===== src/dsc_pkg.sv =====
// Shared types and constants for the digitizer sample calibrator.
// Used by every module of the block; no dependencies.
package dsc_pkg;

  // Waveform length limit and derived index width (index runs to MAX_SAMPLES)
  localparam int MAX_SAMPLES = 256;
  localparam int IDX_W       = $clog2(MAX_SAMPLES + 1);

  // Field widths
  localparam int COUNT_W  = 10;
  localparam int BASE_W   = 16;
  localparam int GAIN_W   = 24;
  localparam int VOLT_W   = 41;
  localparam int CFG_W    = 24;
  localparam int CFG_IDX_W = 3;

  // Converter full scale
  localparam logic [COUNT_W-1:0] ADC_MAX = 10'd1023;

  // Front-to-back queue
  localparam int QDEPTH = 4;
  localparam int QPTR_W = $clog2(QDEPTH);

  typedef enum logic [1:0] {
    ST_PLAIN = 2'd0,
    ST_SAT   = 2'd1,
    ST_UNDER = 2'd2
  } status_t;

  typedef enum logic [CFG_IDX_W-1:0] {
    REG_BASELINE   = 3'd0,
    REG_GAIN       = 3'd1,
    REG_SAT_MARGIN = 3'd2,
    REG_UND_MARGIN = 3'd3,
    REG_CLIP       = 3'd4,
    REG_DROP_PLAIN = 3'd5
  } cfg_reg_t;

  typedef enum logic [1:0] {
    PH_SAMPLE = 2'd0,
    PH_RUN_A  = 2'd1,
    PH_RUN_B  = 2'd2
  } phase_t;

  typedef struct packed {
    logic [BASE_W-1:0]  baseline_level;
    logic [GAIN_W-1:0]  gain_factor;
    logic [COUNT_W-1:0] saturation_margin;
    logic [COUNT_W-1:0] undershoot_margin;
    logic [COUNT_W-1:0] clip_level;
    logic               drop_plain_runs;
  } cfg_t;

  typedef struct packed {
    status_t          st;
    logic [IDX_W-1:0] first;
    logic [IDX_W-1:0] stop;
  } run_t;

  // One classified sample with the run records it closes
  typedef struct packed {
    logic [COUNT_W-1:0] counts;
    status_t            st;
    logic               emit_a;
    run_t               run_a;
    logic               emit_b;
    run_t               run_b;
  } entry_t;

endpackage


===== src/dsc_fifo.sv =====
// Short queue between the classifier front and the output back end.
// Depends on dsc_pkg (entry_t, QDEPTH).
module dsc_fifo import dsc_pkg::*; (
  input  logic   clk,
  input  logic   rst_n,
  input  logic   push,
  input  entry_t push_data,
  input  logic   pop,
  output entry_t head,
  output logic   full,
  output logic   empty
);

  entry_t             mem [QDEPTH];
  logic [QPTR_W-1:0]  wr_ptr_r, wr_ptr_nxt;
  logic [QPTR_W-1:0]  rd_ptr_r, rd_ptr_nxt;
  logic [QPTR_W:0]    count_r, count_nxt;

  assign full  = (count_r == (QPTR_W+1)'(QDEPTH));
  assign empty = (count_r == '0);
  assign head  = mem[rd_ptr_r];

  // Pointer and fill count
  always_comb begin
    wr_ptr_nxt = push ? wr_ptr_r + 1'b1 : wr_ptr_r;
    rd_ptr_nxt = pop  ? rd_ptr_r + 1'b1 : rd_ptr_r;
    count_nxt  = count_r;
    if (push && !pop) begin
      count_nxt = count_r + 1'b1;
    end else if (pop && !push) begin
      count_nxt = count_r - 1'b1;
    end
  end

  always_ff @(posedge clk) begin
    if (!rst_n) begin
      wr_ptr_r <= '0;
      rd_ptr_r <= '0;
      count_r  <= '0;
    end else begin
      wr_ptr_r <= wr_ptr_nxt;
      rd_ptr_r <= rd_ptr_nxt;
      count_r  <= count_nxt;
    end
  end

  // Entry storage
  always_ff @(posedge clk) begin
    if (push) begin
      mem[wr_ptr_r] <= push_data;
    end
  end

endmodule


===== src/dsc_front.sv =====
// Input side: classifies each sample and keeps the run bookkeeping.
// Depends on dsc_pkg; feeds dsc_fifo.
module dsc_front import dsc_pkg::*; (
  input  logic               clk,
  input  logic               rst_n,
  input  cfg_t               cfg,
  input  logic               in_valid,
  output logic               in_ready,
  input  logic [COUNT_W-1:0] in_counts,
  input  logic               in_last,
  input  logic               q_full,
  output logic               push,
  output entry_t             push_data
);

  logic [IDX_W-1:0] sample_index_r, sample_index_nxt;
  status_t          run_st_r, run_st_nxt;
  logic [IDX_W-1:0] run_first_r, run_first_nxt;

  logic [COUNT_W:0] sat_sum;
  status_t          st;
  logic             last;
  status_t          open_st;
  logic [IDX_W-1:0] open_first;
  logic             change;

  assign in_ready = !q_full;
  assign push     = in_valid && in_ready;

  // Sample status; saturation wins over undershoot
  assign sat_sum = {1'b0, in_counts} + {1'b0, cfg.saturation_margin};
  always_comb begin
    priority if (sat_sum >= {1'b0, cfg.clip_level}) begin
      st = ST_SAT;
    end else if (in_counts <= cfg.undershoot_margin) begin
      st = ST_UNDER;
    end else begin
      st = ST_PLAIN;
    end
  end

  // Run tracking and record decisions
  always_comb begin
    last   = in_last || (sample_index_r >= IDX_W'(MAX_SAMPLES - 1));
    change = (sample_index_r != '0) && (st != run_st_r);

    if (sample_index_r == '0 || change) begin
      open_st    = st;
      open_first = sample_index_r;
    end else begin
      open_st    = run_st_r;
      open_first = run_first_r;
    end

    push_data.counts       = in_counts;
    push_data.st           = st;
    push_data.emit_a       = change && !(run_st_r == ST_PLAIN && cfg.drop_plain_runs);
    push_data.run_a.st     = run_st_r;
    push_data.run_a.first  = run_first_r;
    push_data.run_a.stop   = sample_index_r;
    push_data.emit_b       = last && !(open_st == ST_PLAIN && cfg.drop_plain_runs);
    push_data.run_b.st     = open_st;
    push_data.run_b.first  = open_first;
    push_data.run_b.stop   = sample_index_r + 1'b1;

    sample_index_nxt = sample_index_r;
    run_st_nxt       = run_st_r;
    run_first_nxt    = run_first_r;
    if (push) begin
      if (last) begin
        sample_index_nxt = '0;
        run_st_nxt       = ST_PLAIN;
        run_first_nxt    = '0;
      end else begin
        sample_index_nxt = sample_index_r + 1'b1;
        run_st_nxt       = open_st;
        run_first_nxt    = open_first;
      end
    end
  end

  always_ff @(posedge clk) begin
    if (!rst_n) begin
      sample_index_r <= '0;
      run_st_r       <= ST_PLAIN;
      run_first_r    <= '0;
    end else begin
      sample_index_r <= sample_index_nxt;
      run_st_r       <= run_st_nxt;
      run_first_r    <= run_first_nxt;
    end
  end

endmodule


===== src/dsc_back.sv =====
// Output side: calibrates the voltage and sequences up to three results
// per queued sample into the output register. Depends on dsc_pkg.
module dsc_back import dsc_pkg::*; (
  input  logic                     clk,
  input  logic                     rst_n,
  input  logic [BASE_W-1:0]        baseline_level,
  input  logic [GAIN_W-1:0]        gain_factor,
  input  entry_t                   head,
  input  logic                     q_empty,
  output logic                     pop,
  output logic                     out_valid,
  input  logic                     out_ready,
  output logic                     out_record_kind,
  output logic signed [VOLT_W-1:0] out_voltage,
  output logic [1:0]               out_sample_status,
  output logic [1:0]               out_run_status,
  output logic [IDX_W-1:0]         out_run_first,
  output logic [IDX_W-1:0]         out_run_end,
  output logic                     out_item_done
);

  // Sample being sequenced
  logic                     cur_valid_r, cur_valid_nxt;
  entry_t                   cur_r;
  logic signed [VOLT_W-1:0] volt_r;
  phase_t                   phase_r, phase_nxt;

  // Output register
  logic                     out_valid_r, out_valid_nxt;
  logic                     kind_r;
  logic signed [VOLT_W-1:0] ovolt_r;
  logic [1:0]               sst_r, rst_r;
  logic [IDX_W-1:0]         first_r, end_r;
  logic                     done_r;

  logic signed [BASE_W:0]   diff;
  logic signed [GAIN_W:0]   gain_s;
  logic signed [BASE_W+GAIN_W+1:0] prod;

  logic   out_load, emit, cur_last, cur_take;
  phase_t phase_after;
  run_t   sel_run;

  // Calibration: (counts*64 - baseline) * gain, exact
  assign diff   = $signed({1'b0, head.counts, 6'b0}) - $signed({1'b0, baseline_level});
  assign gain_s = $signed({1'b0, gain_factor});
  assign prod   = diff * gain_s;

  // Result sequencing
  always_comb begin
    cur_last    = 1'b1;
    phase_after = PH_RUN_B;
    sel_run     = cur_r.run_b;
    unique case (phase_r)
      PH_SAMPLE: begin
        cur_last    = !cur_r.emit_a && !cur_r.emit_b;
        phase_after = cur_r.emit_a ? PH_RUN_A : PH_RUN_B;
      end
      PH_RUN_A: begin
        cur_last = !cur_r.emit_b;
        sel_run  = cur_r.run_a;
      end
      PH_RUN_B: begin
        cur_last = 1'b1;
      end
      default: begin
        cur_last = 1'b1;
      end
    endcase

    out_load      = !out_valid_r || out_ready;
    emit          = out_load && cur_valid_r;
    cur_take      = !cur_valid_r || (emit && cur_last);
    pop           = cur_take && !q_empty;
    cur_valid_nxt = cur_take ? !q_empty : 1'b1;
    out_valid_nxt = emit ? 1'b1 : (out_load ? 1'b0 : out_valid_r);

    phase_nxt = phase_r;
    if (pop) begin
      phase_nxt = PH_SAMPLE;
    end else if (emit) begin
      phase_nxt = phase_after;
    end
  end

  always_ff @(posedge clk) begin
    if (!rst_n) begin
      cur_valid_r <= 1'b0;
      out_valid_r <= 1'b0;
      phase_r     <= PH_SAMPLE;
    end else begin
      cur_valid_r <= cur_valid_nxt;
      out_valid_r <= out_valid_nxt;
      phase_r     <= phase_nxt;
    end
  end

  // Sample payload and product
  always_ff @(posedge clk) begin
    if (pop) begin
      cur_r  <= head;
      volt_r <= prod[VOLT_W-1:0];
    end
  end

  // Output payload
  always_ff @(posedge clk) begin
    if (emit) begin
      done_r <= cur_last;
      if (phase_r == PH_SAMPLE) begin
        kind_r  <= 1'b0;
        ovolt_r <= volt_r;
        sst_r   <= cur_r.st;
        rst_r   <= ST_PLAIN;
        first_r <= '0;
        end_r   <= '0;
      end else begin
        kind_r  <= 1'b1;
        ovolt_r <= '0;
        sst_r   <= ST_PLAIN;
        rst_r   <= sel_run.st;
        first_r <= sel_run.first;
        end_r   <= sel_run.stop;
      end
    end
  end

  assign out_valid         = out_valid_r;
  assign out_record_kind   = kind_r;
  assign out_voltage       = ovolt_r;
  assign out_sample_status = sst_r;
  assign out_run_status    = rst_r;
  assign out_run_first     = first_r;
  assign out_run_end       = end_r;
  assign out_item_done     = done_r;

endmodule


===== src/digitizer_sample_calibrator.sv =====
// Digitizer sample calibrator: per-sample voltage and status, plus run records.
// Sample result path: queue, current-sample register, then output register.
// Throughput: one sample per cycle while out_ready is high; each run record adds
// a load of the single output register; a 4-entry queue absorbs the bursts.
// Reset (synchronous, rst_n low): queue and output empty, sample index 0,
// registers at baseline 0, gain 0, margins 0, clip 1023, plain runs dropped.
module digitizer_sample_calibrator import dsc_pkg::*; (
  input  logic                     clk,
  input  logic                     rst_n,
  input  logic                     cfg_we,
  input  logic [CFG_IDX_W-1:0]     cfg_index,
  input  logic [CFG_W-1:0]         cfg_wdata,
  input  logic                     in_valid,
  output logic                     in_ready,
  input  logic [COUNT_W-1:0]       in_counts,
  input  logic                     in_last,
  output logic                     out_valid,
  input  logic                     out_ready,
  output logic                     out_record_kind,
  output logic signed [VOLT_W-1:0] out_voltage,
  output logic [1:0]               out_sample_status,
  output logic [1:0]               out_run_status,
  output logic [IDX_W-1:0]         out_run_first,
  output logic [IDX_W-1:0]         out_run_end,
  output logic                     out_item_done
);

  cfg_t   cfg_r, cfg_nxt;
  logic   q_push, q_pop, q_full, q_empty;
  entry_t q_in, q_head;

  // Configuration registers
  always_comb begin
    cfg_nxt = cfg_r;
    if (cfg_we) begin
      unique case (cfg_index)
        REG_BASELINE:   cfg_nxt.baseline_level    = cfg_wdata[BASE_W-1:0];
        REG_GAIN:       cfg_nxt.gain_factor       = cfg_wdata[GAIN_W-1:0];
        REG_SAT_MARGIN: cfg_nxt.saturation_margin = cfg_wdata[COUNT_W-1:0];
        REG_UND_MARGIN: cfg_nxt.undershoot_margin = cfg_wdata[COUNT_W-1:0];
        REG_CLIP:       cfg_nxt.clip_level        = cfg_wdata[COUNT_W-1:0];
        REG_DROP_PLAIN: cfg_nxt.drop_plain_runs   = cfg_wdata[0];
        default:        cfg_nxt = cfg_r;
      endcase
    end
  end

  always_ff @(posedge clk) begin
    if (!rst_n) begin
      cfg_r.baseline_level    <= '0;
      cfg_r.gain_factor       <= '0;
      cfg_r.saturation_margin <= '0;
      cfg_r.undershoot_margin <= '0;
      cfg_r.clip_level        <= ADC_MAX;
      cfg_r.drop_plain_runs   <= 1'b1;
    end else begin
      cfg_r <= cfg_nxt;
    end
  end

  dsc_front u_front (
    .clk       (clk),
    .rst_n     (rst_n),
    .cfg       (cfg_r),
    .in_valid  (in_valid),
    .in_ready  (in_ready),
    .in_counts (in_counts),
    .in_last   (in_last),
    .q_full    (q_full),
    .push      (q_push),
    .push_data (q_in)
  );

  dsc_fifo u_fifo (
    .clk       (clk),
    .rst_n     (rst_n),
    .push      (q_push),
    .push_data (q_in),
    .pop       (q_pop),
    .head      (q_head),
    .full      (q_full),
    .empty     (q_empty)
  );

  dsc_back u_back (
    .clk               (clk),
    .rst_n             (rst_n),
    .baseline_level    (cfg_r.baseline_level),
    .gain_factor       (cfg_r.gain_factor),
    .head              (q_head),
    .q_empty           (q_empty),
    .pop               (q_pop),
    .out_valid         (out_valid),
    .out_ready         (out_ready),
    .out_record_kind   (out_record_kind),
    .out_voltage       (out_voltage),
    .out_sample_status (out_sample_status),
    .out_run_status    (out_run_status),
    .out_run_first     (out_run_first),
    .out_run_end       (out_run_end),
    .out_item_done     (out_item_done)
  );

endmodule

===== config.mk =====
export PLATFORM = sky130hd
export DESIGN_NAME = digitizer_sample_calibrator
export DESIGN_NICKNAME = d
export VERILOG_FILES = /design/src/dsc_pkg.sv /design/src/dsc_fifo.sv /design/src/dsc_front.sv /design/src/dsc_back.sv /design/src/digitizer_sample_calibrator.sv
export SDC_FILE = /design/constraint.sdc
export NUM_CORES = 1
export LEC_CHECK = 0
export BUFFER_PORTS_ARGS = -buffer_cell sky130_fd_sc_hd__buf_2
export CORE_AREA = 4 4 230 232
export DETAILED_ROUTE_END_ITERATION = 16
export DIE_AREA = 0 0 234 236
export GPL_ROUTABILITY_DRIVEN = 1
export PLACE_DENSITY = 0.82
export SYNTH_ARGS = -nofsm -noshare
export SYNTH_HDL_FRONTEND = slang
export SYNTH_HIERARCHICAL = 1
export SYNTH_SLANG_ARGS = --single-unit

===== constraint.sdc =====
create_clock -name clk -period 14.8 [get_ports clk]
set_input_delay 1.48 -clock clk [delete_from_list [all_inputs] [get_ports clk]]
set_output_delay 1.48 -clock clk [all_outputs]
set_load 0.02 [all_outputs]

; ---- Word level (Yosys, flattened, before mapping)
; Memory sizes are Yosys's and may differ from the RTL's. A register that Yosys moved wholly into a read port is not among the register bits.
; Index checks and enable logic that the tools add are counted.
[totals]
mem_bits_ro = 0
latch_bits = 0
mem_bits_rw = 216
inputBits = 43
out_inout_bits = 67
mem_count = 1
ff_bits = 252
[memory_table]
columns = memory, depth, width, rd, rd_ports_with_merged_regs, write_ports, line_no
row1 = u_fifo.mem, 4, 54, 1, 1, 1, dsc_fifo.sv:14  ; entry_t mem [QDEPTH];
[classes]
order_cmp = 3
bitwise = 1
n_eq_ne = 8
n_div = 0
n_addsub = 7
n_reduce_logical = 42
mul = 1
mux = 21
n_shift = 0
[op_table]
columns = operator, count
row1 = $mul 17x25->41, 1
row2 = $mux 9, 3
row3 = $mux 20, 1
row4 = $sub 16x16->17, 1
row5 = $mux 2, 8
row6 = $logic_and 1x1->1, 12
row7 = $reduce_and 2->1, 6
row8 = $add 10x10->11, 1
row9 = $ge 11x10->1, 1
row10 = $le 10x10->1, 1
row11 = $logic_not 1->1, 10
row12 = $add 9x1->9 const B, 1
row13 = $eq 3x3->1 const B, 3
row14 = $ge 9x8->1 const B, 1
row15 = $logic_not 9->1, 1
row16 = $reduce_bool 9->1, 1
row17 = $eq 3x2->1 const B, 2
row18 = $logic_not 2->1, 3
row19 = $logic_not 3->1, 2
row20 = $mux 1, 6
row21 = $mux 3, 2
row22 = $add 2x1->2 const B, 2
row23 = $logic_or 1x1->1, 4
row24 = $reduce_bool 2->1, 2
row25 = other kinds (8), 8

; ---- Longest topological paths before layout
[depth]
word_depth = 11
mapped_depth = 34
mapped_depth_nobuf = 30

; ---- By module
; Netlist, hierarchy kept.
[modules_own_cells]
columns = module, cells_per_inst, instances, area_each_um2, seq_area_each_um2
row1 = dsc_back, 1930, 1, 19404.9, 4584.4
row2 = dsc_fifo, 325, 1, 8304.2, 6666.4
row3 = digitizer_sample_calibrator, 273, 1, 2736.4, 1421.4
row4 = dsc_front, 311, 1, 2349.8, 400.4

; ---- Worst setup path after synthesis
; OpenSTA, ideal clock, no wires.
[synth_path]
path_kind = input -> register
from = input port out_ready
to = register u_fifo.count_r[2]
slack_ns = 5.270
setup_time_ns = 0.076
path_stages = 12
required_ns = 14.724
t_arrival_ns = 9.455
n_path_buf = 1
cell_sequence = nand2b_1 and2_1 clkbuf_1 nand2_1 a21oi_1 inv_1 ha_1 inv_1 fa_1 xor2_1 or3_1 a21boi_0
[synth_between]
elab_chain_cells = 8
word_cells_on_any_way = 10
[synth_rtl]
columns = element, line_no
row1 = from (decl), digitizer_sample_calibrator.sv:18  ; input logic out_ready,
row2 = $logic_or 1x1->1 *, dsc_back.sv:71  ; out_load = !out_valid_r || out_ready;
row3 = $logic_and 1x1->1 *, dsc_back.sv:72  ; emit = out_load && cur_valid_r;
row4 = via u_back.emit, dsc_back.sv:40  ; logic out_load, emit, cur_last, cur_take;
row5 = $logic_and 1x1->1 *, dsc_back.sv:73  ; cur_take = !cur_valid_r || (emit && cur_last);
row6 = $logic_or 1x1->1 *, dsc_back.sv:73
row7 = $logic_and 1x1->1 *, dsc_back.sv:74  ; pop = cur_take && !q_empty;
row8 = via q_pop, digitizer_sample_calibrator.sv:29  ; logic q_push, q_pop, q_full, q_empty;
row9 = $logic_not 1->1, dsc_fifo.sv:28  ; if (push && !pop) begin
row10 = $logic_and 1x1->1, dsc_fifo.sv:28
row11 = $mux 3 or $reduce_bool 2->1 (tied branches), --
row12 = to (signal assigned), dsc_fifo.sv:43  ; count_r <= count_nxt;
row13 = to (decl), dsc_fifo.sv:17  ; logic [QPTR_W:0] count_r, count_nxt;
; Mark *: on every way through the listed nets, which the timed path passes. The rest lies on a longest branch.
; A chain may end at the register's enable or synchronous reset.

==> results.txt <==
----------------------------------------------------
[Placed design]
  Half-perimeter wire length after placement ... 52000 um
  Final weighted congestion in routability-driven placement ... between 0.9 and 1
  Worst slack after detailed placement ... 5.08 ns
  PortBufs ... approximately 110
  DP Cell Count ... about 3500

[Timing]
  Final period util ... between 60 and 70%
  Final number of max-transition violations ... 0
  Final Hold Viols ... 0
  Slew at the pin with the worst max-slew slack ... ~1.3 ns
  Maximum operating frequency ... slightly above 100 MHz
  Unrepaired setup endpoints after global routing ... false
  Relative max-transition margin ... about 16%
  # setup viols final ... 0
  WHS ... around 0.47 ns
  Sum of negative setup slack ... 0 ns
  Setup WS post-layout ... around 5 ns
  Final setup skew ... 0.0294 ns
  Final critical-path required period ... around 10 ns

[CTS]
  CTS tree ... yes
  CTS Sinks ... 470
  Root buffer selected by CTS ... sky130_fd_sc_hd__clkbuf_16
  Worst-skew pair later-pin latency ... just under 0.6 ns
  Post-CTS Resized ... 0
  Buffers from clock root to sink, at most ... 3
  Post-CTS Repair Setup Buffers ... 0
  Depth of the CTS H-tree ... 2
  Number of hold-repair buffers added at the cts stage ... 0
  Number of buffers created by CTS ... 47
  CTS clock-pin slew for the worst setup and hold paths ... 0.07 ns

[Detailed routing]
  Via-to-Cell Ratio ... between 5 and 6
  Routed wire length ... 74100 um
  Count of vias placed by the detailed router ... 21100
  DRC violations left ... 0
  First-pass detailed-route iteration total ... 7
  Post-detailed-route count of antenna-violating nets ... 0
  Initial DRC count ... between 1500 and 2000
  Routed wire length per instance ... around 20 um

[Die]
  Boundary pin count ... 110
  Total Die Area ... about 0.055 mm2
  Number of rows in the core area ... 83
  Starting Density ... 64.3%
  Height of the die ... about 240 um
  Die extent in x ... around 230 um
  Core footprint ... 0.0510 mm2

[GRT]
  Largest net degree at the start of global routing ... 110
  Gr ovfl total ... 0
  Number of global-route vias before repair ... 22600
  GR Util All Layers ... approximately 27%
  Initial antenna violation count ... 2
  Wire length of the first global-routing pass ... ~120000 um

[Finish]
  Fillers ... between 3000 and 4000
  Count of nets after finishing ... ~3500
  Fraction of layout cells with a size suffix above 1 ... about a tenth
  Layout-stage area growth over the synthesis result ... 7.68%
  Final cell count without fillers ... 3610
  Sequential cell area ... around 0.013 mm2
  Area occupied by multi-input gates ... ~0.017 mm2

[Setup path]
  Crit path max-delay family ... adder cells
  Delay of the slowest critical-path stage ... ~1.1 ns
  Path type of the worst setup path ... reg2reg
  Standard cell with the maximum stage delay on the critical path ... sky130_fd_sc_hd__dfxtp_4
  Nature of the critical path startpoint ... flip-flop
  Worst reg-to-reg path cell count ... 28
  Crit path buffers/inverters ... 3
  Required time at the endpoint of the critical path ... between 15 and 20 ns
  Reg-to-reg endpoint ... u_back/volt_r[39]
  Register-to-Register Setup Slack ... about 5 ns
  CP endpoint kind ... flip-flop
  Most numerous cell on the critical path ... sky130_fd_sc_hd__fa_1
  Maximum fanout along the worst path ... between 50 and 60
  Arrival @ worst endpoint ... approximately 10 ns

[Synthesis]
  Syn Std Cell Area ... between 0.03 and 0.04 mm2
  Post-synthesis average cell area ... about 12 um2
  Count of flip-flops with a built-in enable after synthesis ... around 370
  Sequential cell area fraction in the yosys report ... between 30% and 40%
  Primary FF master, synth ... sky130_fd_sc_hd__edfxtp_1
  Mapped Cells ... around 2800
  Seq cells post-synth ... 470
  Synth unique cells ... slightly below 90
  Syn_nets ... 3399
  Number of warning messages in the yosys log ... 6
  Share of async-settable or async-resettable flops after synthesis ... 0%

[Run status]
  Run status ... completed

[Hold path]
  Depth of the worst hold-timing path ... 2
  Hold Crit Endpoint ... cfg_r[62]
  Worst Min Path Start ... cfg_r[62]
  Worst hold path type ... reg2reg

[Pwr]
  Total power density per cell area ... 154 mW/mm2
  Pleak ... 15.8 nW
  PnR Total Power ... roughly 0.0055 W
  Maximum vdd ir drop ... 0.000116 V

[Run]
  Max-cap violations ... 0

----------------------------------------------------
[flip-flops by register name, summed over array words and instances (netlist names), 41 cells and up, named ones only]
signal,count
u_back/cur_r,44
u_back/out_voltage,41
u_fifo/mem,216
cfg_r,71
u_back/volt_r,41
[worst min-delay path, delay by kind of cell (launching register included)]
kind	cells	cell delay [ns]
flops	1	0.31
simple gates	1	0.05
mux	1	0.06
[routing by layer]
metal / share of wire, % / GRT usage (%) / vias up
li1: - / - / 9347
met1: 39 / 34.9 / 10500
met2: 50 / 46.3 / 1047
met3: 7.7 / 5.23 / 251
met4: 3.9 / 10.1 / 2
met5: 0.018 / 0 / -
[where the power goes]
part	total [W]	leakage [nW]	internal, W	switching (W)
clock	0.00114	0.736	0.000644	0.000496
sequential	0.00193	4.40	0.00182	0.000119
combinational	0.00238	10.6	0.000834	0.00154
total	0.00545	15.8	0.00329	0.00216
[stage by stage]
step	area (um2)	util, %
finish	35300	69.3
global route	35300	69.3
CTS	35300	69.3
detailed placement	33800	66.3
global placement	33800	66.3
floorplan	32800	-
[worst max path at each step]
stage                          from                end  slack [ns]  cells after the start
final                     flip-flop  u_back/volt_r[39]        5.01                     28
after global routing      flip-flop  u_back/volt_r[39]        4.34                     28
after CTS                 flip-flop  u_back/volt_r[39]        5.00                     28
after detailed placement  flip-flop  u_back/volt_r[39]        5.08                     28
after global placement    flip-flop  u_back/volt_r[39]        5.24                     28
after floorplan           out_ready  u_fifo/count_r[2]        5.27                     12
[logic make-up after synthesis]
| group | share of synthesized area, % |
|---|---|
| AOI/OAI and AO/OA | 4.89 |
| adders and majority gates | 27.3 |
| muxes | 6.11 |
| buffers and inverters | 7.65 |
| xor gates and xnor gates | 1.86 |
| DFF | 39.9 |
| and+or+nand+nor | 12.3 |
[cell usage in the layout (no fill, tap or decap), types with 8 or more instances in the layout]
cell,instances
sky130_fd_sc_hd__xnor2_1,39
sky130_fd_sc_hd__nor3_1,9
sky130_fd_sc_hd__a31oi_1,8
sky130_fd_sc_hd__clkbuf_1,11
sky130_fd_sc_hd__mux2i_1,75
sky130_fd_sc_hd__fa_1,331
sky130_fd_sc_hd__a22o_1,21
sky130_fd_sc_hd__buf_4,32
sky130_fd_sc_hd__o21bai_1,10
sky130_fd_sc_hd__xnor2_2,8
sky130_fd_sc_hd__nand4_1,22
sky130_fd_sc_hd__nand3_1,33
sky130_fd_sc_hd__and3_1,11
sky130_fd_sc_hd__mux4_2,50
sky130_fd_sc_hd__clkinv_2,10
sky130_fd_sc_hd__clkbuf_16,48
sky130_fd_sc_hd__nor2_1,67
sky130_fd_sc_hd__xor2_1,19
sky130_fd_sc_hd__nand2b_1,16
sky130_fd_sc_hd__a211oi_1,9
sky130_fd_sc_hd__buf_2,108
sky130_fd_sc_hd__ha_1,186
sky130_fd_sc_hd__edfxtp_1,366
sky130_fd_sc_hd__nand2_1,385
sky130_fd_sc_hd__a21oi_1,62
sky130_fd_sc_hd__dfxtp_1,102
sky130_fd_sc_hd__a21o_1,25
sky130_fd_sc_hd__o21ai_0,32
sky130_fd_sc_hd__and2_1,205
sky130_fd_sc_hd__inv_1,475
sky130_fd_sc_hd__nor2b_1,30
[final cells by class]
cell class	instances	share of cell area, %
Timing Repair Buffer	140	2.21
Clock inverter	21	0.514
Inverter	476	5.06
Antenna cell	1	0.00709
Multi-Input combinational cell	1758	49.1
Clock buffer	64	3.71
Tap cell	680	2.41
Sequential cell	470	37.0
[Yosys cell counts, types with 10 or more instances]
library cell / number / area share, %
sky130_fd_sc_hd__edfxtp_1: 366 / 34
sky130_fd_sc_hd__a22o_1: 21 / 0.56
sky130_fd_sc_hd__nand3_1: 33 / 0.50
sky130_fd_sc_hd__fa_1: 331 / 20
sky130_fd_sc_hd__xnor2_1: 47 / 1.3
sky130_fd_sc_hd__a21oi_1: 63 / 0.96
sky130_fd_sc_hd__mux2i_1: 75 / 2.3
sky130_fd_sc_hd__nor2_1: 69 / 0.79
sky130_fd_sc_hd__nand4_1: 22 / 0.42
sky130_fd_sc_hd__nor2b_1: 30 / 0.57
sky130_fd_sc_hd__clkbuf_1: 85 / 0.97
sky130_fd_sc_hd__xor2_1: 19 / 0.51
sky130_fd_sc_hd__nand2b_1: 16 / 0.31
sky130_fd_sc_hd__dfxtp_1: 104 / 6.3
sky130_fd_sc_hd__buf_4: 19 / 0.43
sky130_fd_sc_hd__buf_2: 19 / 0.29
sky130_fd_sc_hd__mux4_2: 50 / 3.4
sky130_fd_sc_hd__inv_1: 475 / 5.4
sky130_fd_sc_hd__ha_1: 186 / 7.1
sky130_fd_sc_hd__and3_1: 11 / 0.21
sky130_fd_sc_hd__and2_1: 210 / 4.0
sky130_fd_sc_hd__nand2_1: 385 / 4.4
sky130_fd_sc_hd__a21o_1: 25 / 0.57
sky130_fd_sc_hd__o21bai_1: 10 / 0.23
sky130_fd_sc_hd__o21ai_0: 32 / 0.49
No activity file was read; power rests on OpenSTA's default activity.
